### src/design/subsystem_heartbeat_watchdog_defines.svh
// assertion macros for the subsystem heartbeat watchdog
`ifndef SUBSYSTEM_HEARTBEAT_WATCHDOG_DEFINES_SVH
`define SUBSYSTEM_HEARTBEAT_WATCHDOG_DEFINES_SVH

`ifndef SYNTH
`define HBW_ASSERT(name, clk, rst_n, prop) \
  name: assert property (@(posedge clk) disable iff (!rst_n) (prop)) \
    else $error("heartbeat watchdog check failed");
`define HBW_ASSERT_IMP(name, clk, rst_n, ante, cons) \
  name: assert property (@(posedge clk) disable iff (!rst_n) (ante) |-> (cons)) \
    else $error("heartbeat watchdog implication failed");
`else
`define HBW_ASSERT(name, clk, rst_n, prop)
`define HBW_ASSERT_IMP(name, clk, rst_n, ante, cons)
`endif

`endif

### src/design/hbw_pkg.sv
// shared types and constants of the subsystem heartbeat watchdog
package hbw_pkg;

  localparam int NumSubsys = 3;
  typedef logic [NumSubsys-1:0] rail_t;

  localparam logic ActTick   = 1'b0;
  localparam logic ActPacket = 1'b1;

  localparam logic [1:0] PtTm = 2'd0;
  localparam logic [1:0] PtTc = 2'd1;

  localparam logic [3:0] AppObc    = 4'd1;
  localparam logic [3:0] AppSystem = 4'd2;
  localparam logic [3:0] AppAdcs   = 4'd3;
  localparam logic [3:0] AppComms  = 4'd4;
  localparam logic [3:0] AppGnd    = 4'd6;
  localparam logic [3:0] AppDbg    = 4'd7;
  localparam logic [3:0] AppLimit  = 4'd8;

  localparam logic [7:0] SvcHk   = 8'd3;
  localparam logic [7:0] SvcFm   = 8'd8;
  localparam logic [7:0] SvcTest = 8'd17;

  localparam logic [2:0] RtNone = 3'd0;
  localparam logic [2:0] RtHk   = 3'd1;
  localparam logic [2:0] RtFm   = 3'd2;
  localparam logic [2:0] RtTest = 3'd3;
  localparam logic [2:0] RtFwd  = 3'd4;

  localparam int SlotObc   = 0;
  localparam int SlotAdcs  = 1;
  localparam int SlotComms = 2;

  localparam logic [31:0] TimeoutReset = 32'd600000;

  localparam int QDepth = 4;
  localparam int QAddrW = $clog2(QDepth);
  localparam int QCntW  = $clog2(QDepth + 1);

  typedef struct packed {
    logic        action;
    logic [31:0] time_now;
    logic [1:0]  packet_type;
    logic [3:0]  source_app;
    logic [3:0]  dest_app;
    logic [7:0]  service_type;
    rail_t       rails_on;
  } in_item_t;

  typedef struct packed {
    logic  status;
    logic [2:0] route;
    rail_t rail_on_cmd;
    rail_t rail_off_cmd;
  } out_item_t;

  typedef struct packed {
    logic        action;
    logic [31:0] time_now;
    rail_t       rails_on;
    logic        status;
    logic [2:0]  route;
    rail_t       stamp;
  } cmd_t;

  typedef struct packed {
    logic             full;
    logic             empty;
    logic [QCntW-1:0] count;
  } q_status_t;

endpackage

### src/design/hbw_front.sv
// front end: request accept, header validation and classification
module hbw_front import hbw_pkg::*; (
  input  logic      push,
  input  in_item_t  item_i,
  input  q_status_t q_stat_i,
  output logic      q_push_o,
  output cmd_t      cmd_o
);

  logic       hdr_ok;
  logic [3:0] rid;

  assign q_push_o = push && !q_stat_i.full;

  always_comb begin
    hdr_ok = ((item_i.packet_type == PtTc) || (item_i.packet_type == PtTm)) &&
             (item_i.source_app < AppLimit) && (item_i.dest_app < AppLimit);
    rid = (item_i.packet_type == PtTc) ? item_i.source_app : item_i.dest_app;

    cmd_o.action   = item_i.action;
    cmd_o.time_now = item_i.time_now;
    cmd_o.rails_on = item_i.rails_on;
    cmd_o.status   = 1'b0;
    cmd_o.route    = RtNone;
    cmd_o.stamp    = '0;

    if (item_i.action == ActPacket) begin
      if (!hdr_ok) begin
        cmd_o.status = 1'b1;
      end else begin
        cmd_o.stamp[SlotObc]   = (rid == AppObc);
        cmd_o.stamp[SlotAdcs]  = (rid == AppAdcs);
        cmd_o.stamp[SlotComms] = (rid == AppComms);
        if (rid == AppSystem) begin
          case (item_i.service_type)
            SvcHk:   cmd_o.route = RtHk;
            SvcFm:   cmd_o.route = RtFm;
            SvcTest: cmd_o.route = RtTest;
            default: cmd_o.route = RtNone;
          endcase
        end else if ((rid == AppObc) || (rid == AppAdcs) || (rid == AppComms) ||
                     (rid == AppGnd) || (rid == AppDbg)) begin
          cmd_o.route = RtFwd;
        end
      end
    end
  end

endmodule

### src/design/hbw_queue.sv
// short request queue between front and back end
module hbw_queue import hbw_pkg::*; (
  input  logic      clk_i,
  input  logic      rst_ni,
  input  logic      push_i,
  input  cmd_t      data_i,
  input  logic      pop_i,
  output cmd_t      data_o,
  output q_status_t stat_o
);

  cmd_t              mem_q [QDepth];
  logic [QAddrW-1:0] wr_ptr_q, wr_ptr_d;
  logic [QAddrW-1:0] rd_ptr_q, rd_ptr_d;
  logic [QCntW-1:0]  cnt_q, cnt_d;
  logic              do_push, do_pop;

  assign stat_o.full  = (cnt_q == QCntW'(QDepth));
  assign stat_o.empty = (cnt_q == '0);
  assign stat_o.count = cnt_q;
  assign data_o       = mem_q[rd_ptr_q];

  assign do_push = push_i && !stat_o.full;
  assign do_pop  = pop_i && !stat_o.empty;

  always_comb begin
    wr_ptr_d = wr_ptr_q;
    rd_ptr_d = rd_ptr_q;
    cnt_d    = cnt_q;
    if (do_push) begin
      wr_ptr_d = (wr_ptr_q == QAddrW'(QDepth - 1)) ? '0 : wr_ptr_q + 1'b1;
    end
    if (do_pop) begin
      rd_ptr_d = (rd_ptr_q == QAddrW'(QDepth - 1)) ? '0 : rd_ptr_q + 1'b1;
    end
    if (do_push && !do_pop) begin
      cnt_d = cnt_q + 1'b1;
    end else if (do_pop && !do_push) begin
      cnt_d = cnt_q - 1'b1;
    end
  end

  always_ff @(posedge clk_i or negedge rst_ni) begin
    if (!rst_ni) begin
      wr_ptr_q <= '0;
      rd_ptr_q <= '0;
      cnt_q    <= '0;
    end else begin
      wr_ptr_q <= wr_ptr_d;
      rd_ptr_q <= rd_ptr_d;
      cnt_q    <= cnt_d;
    end
  end

  always_ff @(posedge clk_i) begin
    if (do_push) begin
      mem_q[wr_ptr_q] <= data_i;
    end
  end

endmodule

### src/design/hbw_back.sv
// back end: timestamps, timeout checks, restart sequencing and result register
module hbw_back import hbw_pkg::*; (
  input  logic        clk_i,
  input  logic        rst_ni,
  input  logic [31:0] timeout_i,
  input  cmd_t        cmd_i,
  input  logic        cmd_valid_i,
  output logic        cmd_pop_o,
  input  logic        pop,
  output logic        empty,
  output out_item_t   result_o
);

  logic [31:0] last_seen_q [NumSubsys];
  logic [31:0] last_seen_d [NumSubsys];
  logic [31:0] elapsed     [NumSubsys];
  rail_t       pending_q, pending_d;
  rail_t       expired;
  out_item_t   res_q, res_d;
  logic        res_valid_q;
  logic        take;

  assign take      = cmd_valid_i && (!res_valid_q || pop);
  assign cmd_pop_o = take;
  assign empty     = !res_valid_q;
  assign result_o  = res_q;

  always_comb begin
    pending_d = pending_q;
    res_d     = '0;
    for (int i = 0; i < NumSubsys; i++) begin
      elapsed[i]     = cmd_i.time_now - last_seen_q[i];
      expired[i]     = elapsed[i] > timeout_i;
      last_seen_d[i] = last_seen_q[i];
    end
    res_d.status = cmd_i.status;
    res_d.route  = cmd_i.route;
    if (cmd_i.action == ActPacket) begin
      for (int i = 0; i < NumSubsys; i++) begin
        if (cmd_i.stamp[i]) begin
          last_seen_d[i] = cmd_i.time_now;
        end
      end
    end else begin
      // restarted rails restamp now and are masked out, so they cannot expire on this tick
      res_d.rail_on_cmd  = pending_q;
      res_d.rail_off_cmd = expired & cmd_i.rails_on & ~pending_q;
      pending_d          = res_d.rail_off_cmd;
      for (int i = 0; i < NumSubsys; i++) begin
        if (pending_q[i]) begin
          last_seen_d[i] = cmd_i.time_now;
        end
      end
    end
  end

  always_ff @(posedge clk_i or negedge rst_ni) begin
    if (!rst_ni) begin
      res_valid_q <= 1'b0;
      pending_q   <= '0;
      for (int i = 0; i < NumSubsys; i++) begin
        last_seen_q[i] <= '0;
      end
    end else begin
      if (take) begin
        res_valid_q <= 1'b1;
        pending_q   <= pending_d;
        for (int i = 0; i < NumSubsys; i++) begin
          last_seen_q[i] <= last_seen_d[i];
        end
      end else if (pop) begin
        res_valid_q <= 1'b0;
      end
    end
  end

  always_ff @(posedge clk_i) begin
    if (take) begin
      res_q <= res_d;
    end
  end

endmodule

### src/design/subsystem_heartbeat_watchdog.sv
// Subsystem heartbeat watchdog, top level. Takes packet headers and timer ticks
// through a queue-style port and returns one result per request in order.
// Headers are validated and routed in the front end; heartbeat stamps, the
// timeout test against the timeout register and power-cycle restart commands are
// done in the back end. A four-entry queue sits between the two and a result
// register drives the output, so a new request is taken every cycle while the
// queue has room and the result is empty or popped; each request passes through
// the queue, then the result register. Three 32-bit elapsed-time compares run in
// the back end per request. No clearing pass is needed after reset.
`include "subsystem_heartbeat_watchdog_defines.svh"

module subsystem_heartbeat_watchdog import hbw_pkg::*; (
  input  logic        clk_i,
  input  logic        rst_ni,
  input  logic        cfg_we_i,
  input  logic [31:0] cfg_wdata_i,
  input  logic        push,
  output logic        full,
  input  in_item_t    item_i,
  output logic        empty,
  input  logic        pop,
  output out_item_t   result_o
);

  logic [31:0] timeout_q;
  q_status_t   q_stat;
  cmd_t        front_cmd, q_cmd;
  logic        q_push, q_pop;
  logic        res_cmd_overlap;
  logic        res_quiet;

  always_ff @(posedge clk_i or negedge rst_ni) begin
    if (!rst_ni) begin
      timeout_q <= TimeoutReset;
    end else if (cfg_we_i) begin
      timeout_q <= cfg_wdata_i;
    end
  end

  assign full = q_stat.full;

  hbw_front u_front (
    .push     (push),
    .item_i   (item_i),
    .q_stat_i (q_stat),
    .q_push_o (q_push),
    .cmd_o    (front_cmd)
  );

  hbw_queue u_queue (
    .clk_i  (clk_i),
    .rst_ni (rst_ni),
    .push_i (q_push),
    .data_i (front_cmd),
    .pop_i  (q_pop),
    .data_o (q_cmd),
    .stat_o (q_stat)
  );

  hbw_back u_back (
    .clk_i       (clk_i),
    .rst_ni      (rst_ni),
    .timeout_i   (timeout_q),
    .cmd_i       (q_cmd),
    .cmd_valid_i (!q_stat.empty),
    .cmd_pop_o   (q_pop),
    .pop         (pop),
    .empty       (empty),
    .result_o    (result_o)
  );

  assign res_cmd_overlap = |(result_o.rail_on_cmd & result_o.rail_off_cmd);
  assign res_quiet       = (result_o.route == RtNone) && (result_o.rail_on_cmd == '0) &&
                           (result_o.rail_off_cmd == '0);

  `HBW_ASSERT(a_q_count_bound, clk_i, rst_ni, q_stat.count <= QCntW'(QDepth))
  `HBW_ASSERT_IMP(a_rail_cmd_disjoint, clk_i, rst_ni, !empty, !res_cmd_overlap)
  `HBW_ASSERT_IMP(a_bad_hdr_quiet, clk_i, rst_ni, !empty && result_o.status, res_quiet)

endmodule

### config.mk
export PLATFORM = sky130hd
export DESIGN_NAME = subsystem_heartbeat_watchdog
export DESIGN_NICKNAME = d
export VERILOG_FILES = /design/src/design/hbw_pkg.sv /design/src/design/hbw_front.sv /design/src/design/hbw_queue.sv /design/src/design/hbw_back.sv /design/src/design/subsystem_heartbeat_watchdog.sv
export VERILOG_INCLUDE_DIRS = /design/src /design/src/design
export SDC_FILE = /design/constraint.sdc
export NUM_CORES = 1
export LEC_CHECK = 0
export ABC_CLOCK_PERIOD_IN_PS = 7370
export BUFFER_PORTS_ARGS = -buffer_cell sky130_fd_sc_hd__buf_2
export CORE_MARGIN = 2
export CORE_UTILIZATION = 45
export CTS_CLUSTER_SIZE = 8
export DETAILED_ROUTE_END_ITERATION = 10
export PLACE_DENSITY = 0.59
export SKIP_CTS_REPAIR_TIMING = 1
export SLEW_MARGIN = 5
export SYNTH_ARGS = -nofsm -noshare
export SYNTH_HDL_FRONTEND = slang
export SYNTH_SLANG_ARGS = --single-unit
### constraint.sdc
create_clock -name clk_i -period 7.37 [get_ports clk_i]
set_clock_uncertainty 0.1 [all_clocks]
set_input_delay 0.737 -clock clk_i [delete_from_list [all_inputs] [get_ports clk_i]]
set_output_delay 0.737 -clock clk_i [all_outputs]
set_load 0.03 [all_outputs]
==> key figures <==
Route
  • 1st-iter DRT viols: 705
  • Antenna viol nets, final: 0
  • DRC: 0
  • Wirelength per Cell: 18.2 um
  • Total number of vias: 13,100
  • Post-Route WL: 43.8 mm
  • Drt pass-1 iters: 4
  • Via-per-instance ratio: 5.45

CTS
  • Htree depth: 2
  • Clock-pin transition on the worst setup and hold timing paths: 0.05 ns
  • Clk Latency, worst-skew pair: 0.58 ns
  • CTS root buffer: clkbuf_16
  • CTS tree: yes
  • Clock Tree Buf Depth: 3
  • Num CTS Buffers: 46
  • Clk sinks: 321

STA
  • F_max: 160 MHz
  • Rel. slew slack: 0.353
  • Setup total negative slack: 0 ns
  • Final Hold Viols: 0
  • Final slew viol count: 0
  • Fin crit period: 6.23 ns
  • Slew @ Worst Pin: 0.971 ns
  • Number of setup violations in the final report: 0
  • Final worst path period share: 0.846
  • Unrepaired setup endpoints after global routing: no

Logic synthesis
  • Synthesized area per cell: 11.0 um^2
  • Cell with the most instances after synthesis: ha_1
  • Post-synth top area cell: edfxtp_1
  • Synth cell count leaders: ha_1 (198), edfxtp_1 (182), o21ai_0 (166), nand2_1 (164), inv_1 (158)
  • Register area share after synthesis: 0.474
  • Post-Syn Area: 18,900 um^2
  • Top cell type's share of synthesized area: 0.289
  • Fraction of registers with async set/reset: 0.433
  • Post-synth cell types: 77
  • Syn. warnings: 0
  • Main area contributors after synthesis: edfxtp_1 (29%), dfrtp_1 (17%), ha_1 (13%)
  • Synth Flop Type: edfxtp_1
  • Post-synth EDFFs: 182
  • Syn_nets: 2,005
  • Synth Instances: 1,712
  • Seq cells post-synth: 321

Worst setup path
  • CP max stage delay: 0.70 ns
  • Worst endpoint required time: 7.70 ns
  • CP startpoint kind: register
  • CP Class: register to register
  • Cell Chain, Critical Path: buf_4 > mux4_2 > ha_1 > a21oi_1 > o31ai_1 > a21o_1 > a21oi_1 > o21ai_0 > a31oi_2 > o21ai_1 > a2111oi_1 > o21bai_1 > xnor2_1 > ha_1 > nand4_1 > nor4_1 > a221oi_1 > nor4bb_1 > nor2b_1
  • Crit-path leading delay family: compound AO/OA/AOI/OAI gates
  • CP max FO: 36
  • CP max stage cell: mux4_2
  • Critical path arrival: 6.56 ns
  • Worst path bufs/invs: 1
  • CP endpoint kind: register

Place
  • GPL Wtd Cong: 0.891
  • Port Buffer Count: 102
  • Detail Placement HPWL: 32.4 mm

Floorplan
  • Die W: 209 um
  • Full die area: 43,600 um^2
  • Core Rows: 75
  • Core Region: 41,700 um^2
  • Die Y-Extent: 209 um
  • Starting Density: 0.453
  • Io pins: 103

GRT
  • Initial antenna violation count: 7
  • Overflow after GRT: 0
  • Largest net degree at the start of global routing: 72
  • Number of global-route vias before repair: 13,300
  • Total GRT Usage: 0.206
  • Global-route wire length before repair: 70.6 mm

Min path
  • Hold Crit Class: primary input to asynchronous set/reset pin

Finish
  • Filler cells: 3,737
  • Final-stage net count: 2,124
  • Area delta synth->final: 13.3%
  • Share of cells above drive strength 1: 0.137

Outcome
  • Status: finished, final reports clean

Run
  • Maxcap violations: 0
path summary, 6_finish.rpt:
| kind | from | end | slack (ns) | cells past startpoint |
|---|---|---|---|---|
| max in group asynchronous | rst_ni | timeout_q[14] | 5.61 | 2 |
| min in group clk_i | cfg_wdata_i[25] | timeout_q[25] | 0.26 | 3 |
| min | rst_ni | u_queue.rd_ptr_q[1] | 0.10 | 1 |
| max | u_queue.rd_ptr_q[0] | u_back.result_o[1] | 1.14 | 19 |
| min reg2reg | u_queue.cnt_q[2] | u_queue.cnt_q[2] | 0.41 | 1 |
| max reg2reg | u_queue.rd_ptr_q[0] | u_back.result_o[1] | 1.14 | 19 |
registers in the layout (all words and copies together) (netlist names):
register,flops
u_queue.mem_q,172
u_back.res_valid_q,1
u_queue.rd_ptr_q,2
timeout_q,32
u_queue.wr_ptr_q,2
u_back.last_seen_q,96
u_back.pending_q,3
u_back.result_o,10
u_queue.cnt_q,3
cell families (layout without fill, tap and decap cells):
family | count (synthesis) | count (layout) | synth area share
other | 0 | 5 | 0
buffers and inverters | 200 | 356 | 0.0404
and+or+nand+nor | 377 | 377 | 0.0941
AOI/OAI and AO/OA | 462 | 462 | 0.153
DFF | 321 | 321 | 0.474
xor gates and xnor gates | 93 | 93 | 0.0431
adders and majority gates | 202 | 202 | 0.135
muxes | 57 | 57 | 0.0594
through the flow:
| stage | setup slack, ns | std cells | util | hold WS [ns] | instance area [um^2] |
|---|---|---|---|---|---|
| after detailed placement | 1.16 | 2322 | 0.480 | 0.404 | 20000 |
| after global placement | 1.31 | 2322 | 0.480 | 0.397 | 20000 |
| final | 1.14 | 2412 | 0.513 | 0.105 | 21400 |
| after global routing | 0.495 | 2408 | 0.513 | 0.159 | 21400 |
| after CTS | 1.12 | 2407 | 0.513 | 0.130 | 21400 |
| after floorplan | 1.82 | 1712 | - | 0.341 | 18900 |
area by class of cell:
class	count	area [um^2]	share of cell area
tap	539	674	0.0315
multi-input combinational	1191	9200	0.430
sequential	321	8960	0.419
clock inverter	3	55.1	0.00257
inverter	158	593	0.0277
clock buffer	82	1310	0.0611
timing repair buffer	113	599	0.0280
antenna	5	12.5	0.000585
per-layer routing:
| metal | wire length, um | GRT usage | vias up |
|---|---|---|---|
| met5 | 18 | 0 | - |
| met4 | 963 | 0.0601 | 4 |
| met3 | 2160 | 0.0353 | 60 |
| met2 | 19200 | 0.320 | 280 |
| met1 | 21500 | 0.296 | 6332 |
| li1 | - | - | 6470 |
placed cells by master, fill, tap and decap left out, drive strengths merged, types with 19 or more instances in the layout:
master / n
ha: 198
edfxtp: 182
o21ai: 174
nand2: 164
inv: 159
dfrtp: 131
buf: 113
a21oi: 105
a21o: 93
clkbuf: 82
xnor2: 67
nor2: 64
mux4: 43
xor2: 26
nand3: 23
nor2b: 23
nand4: 23
o21bai: 19
Power is not shown: default switching activity piles up to over one toggle a cycle in this logic, so the estimate is an artifact.
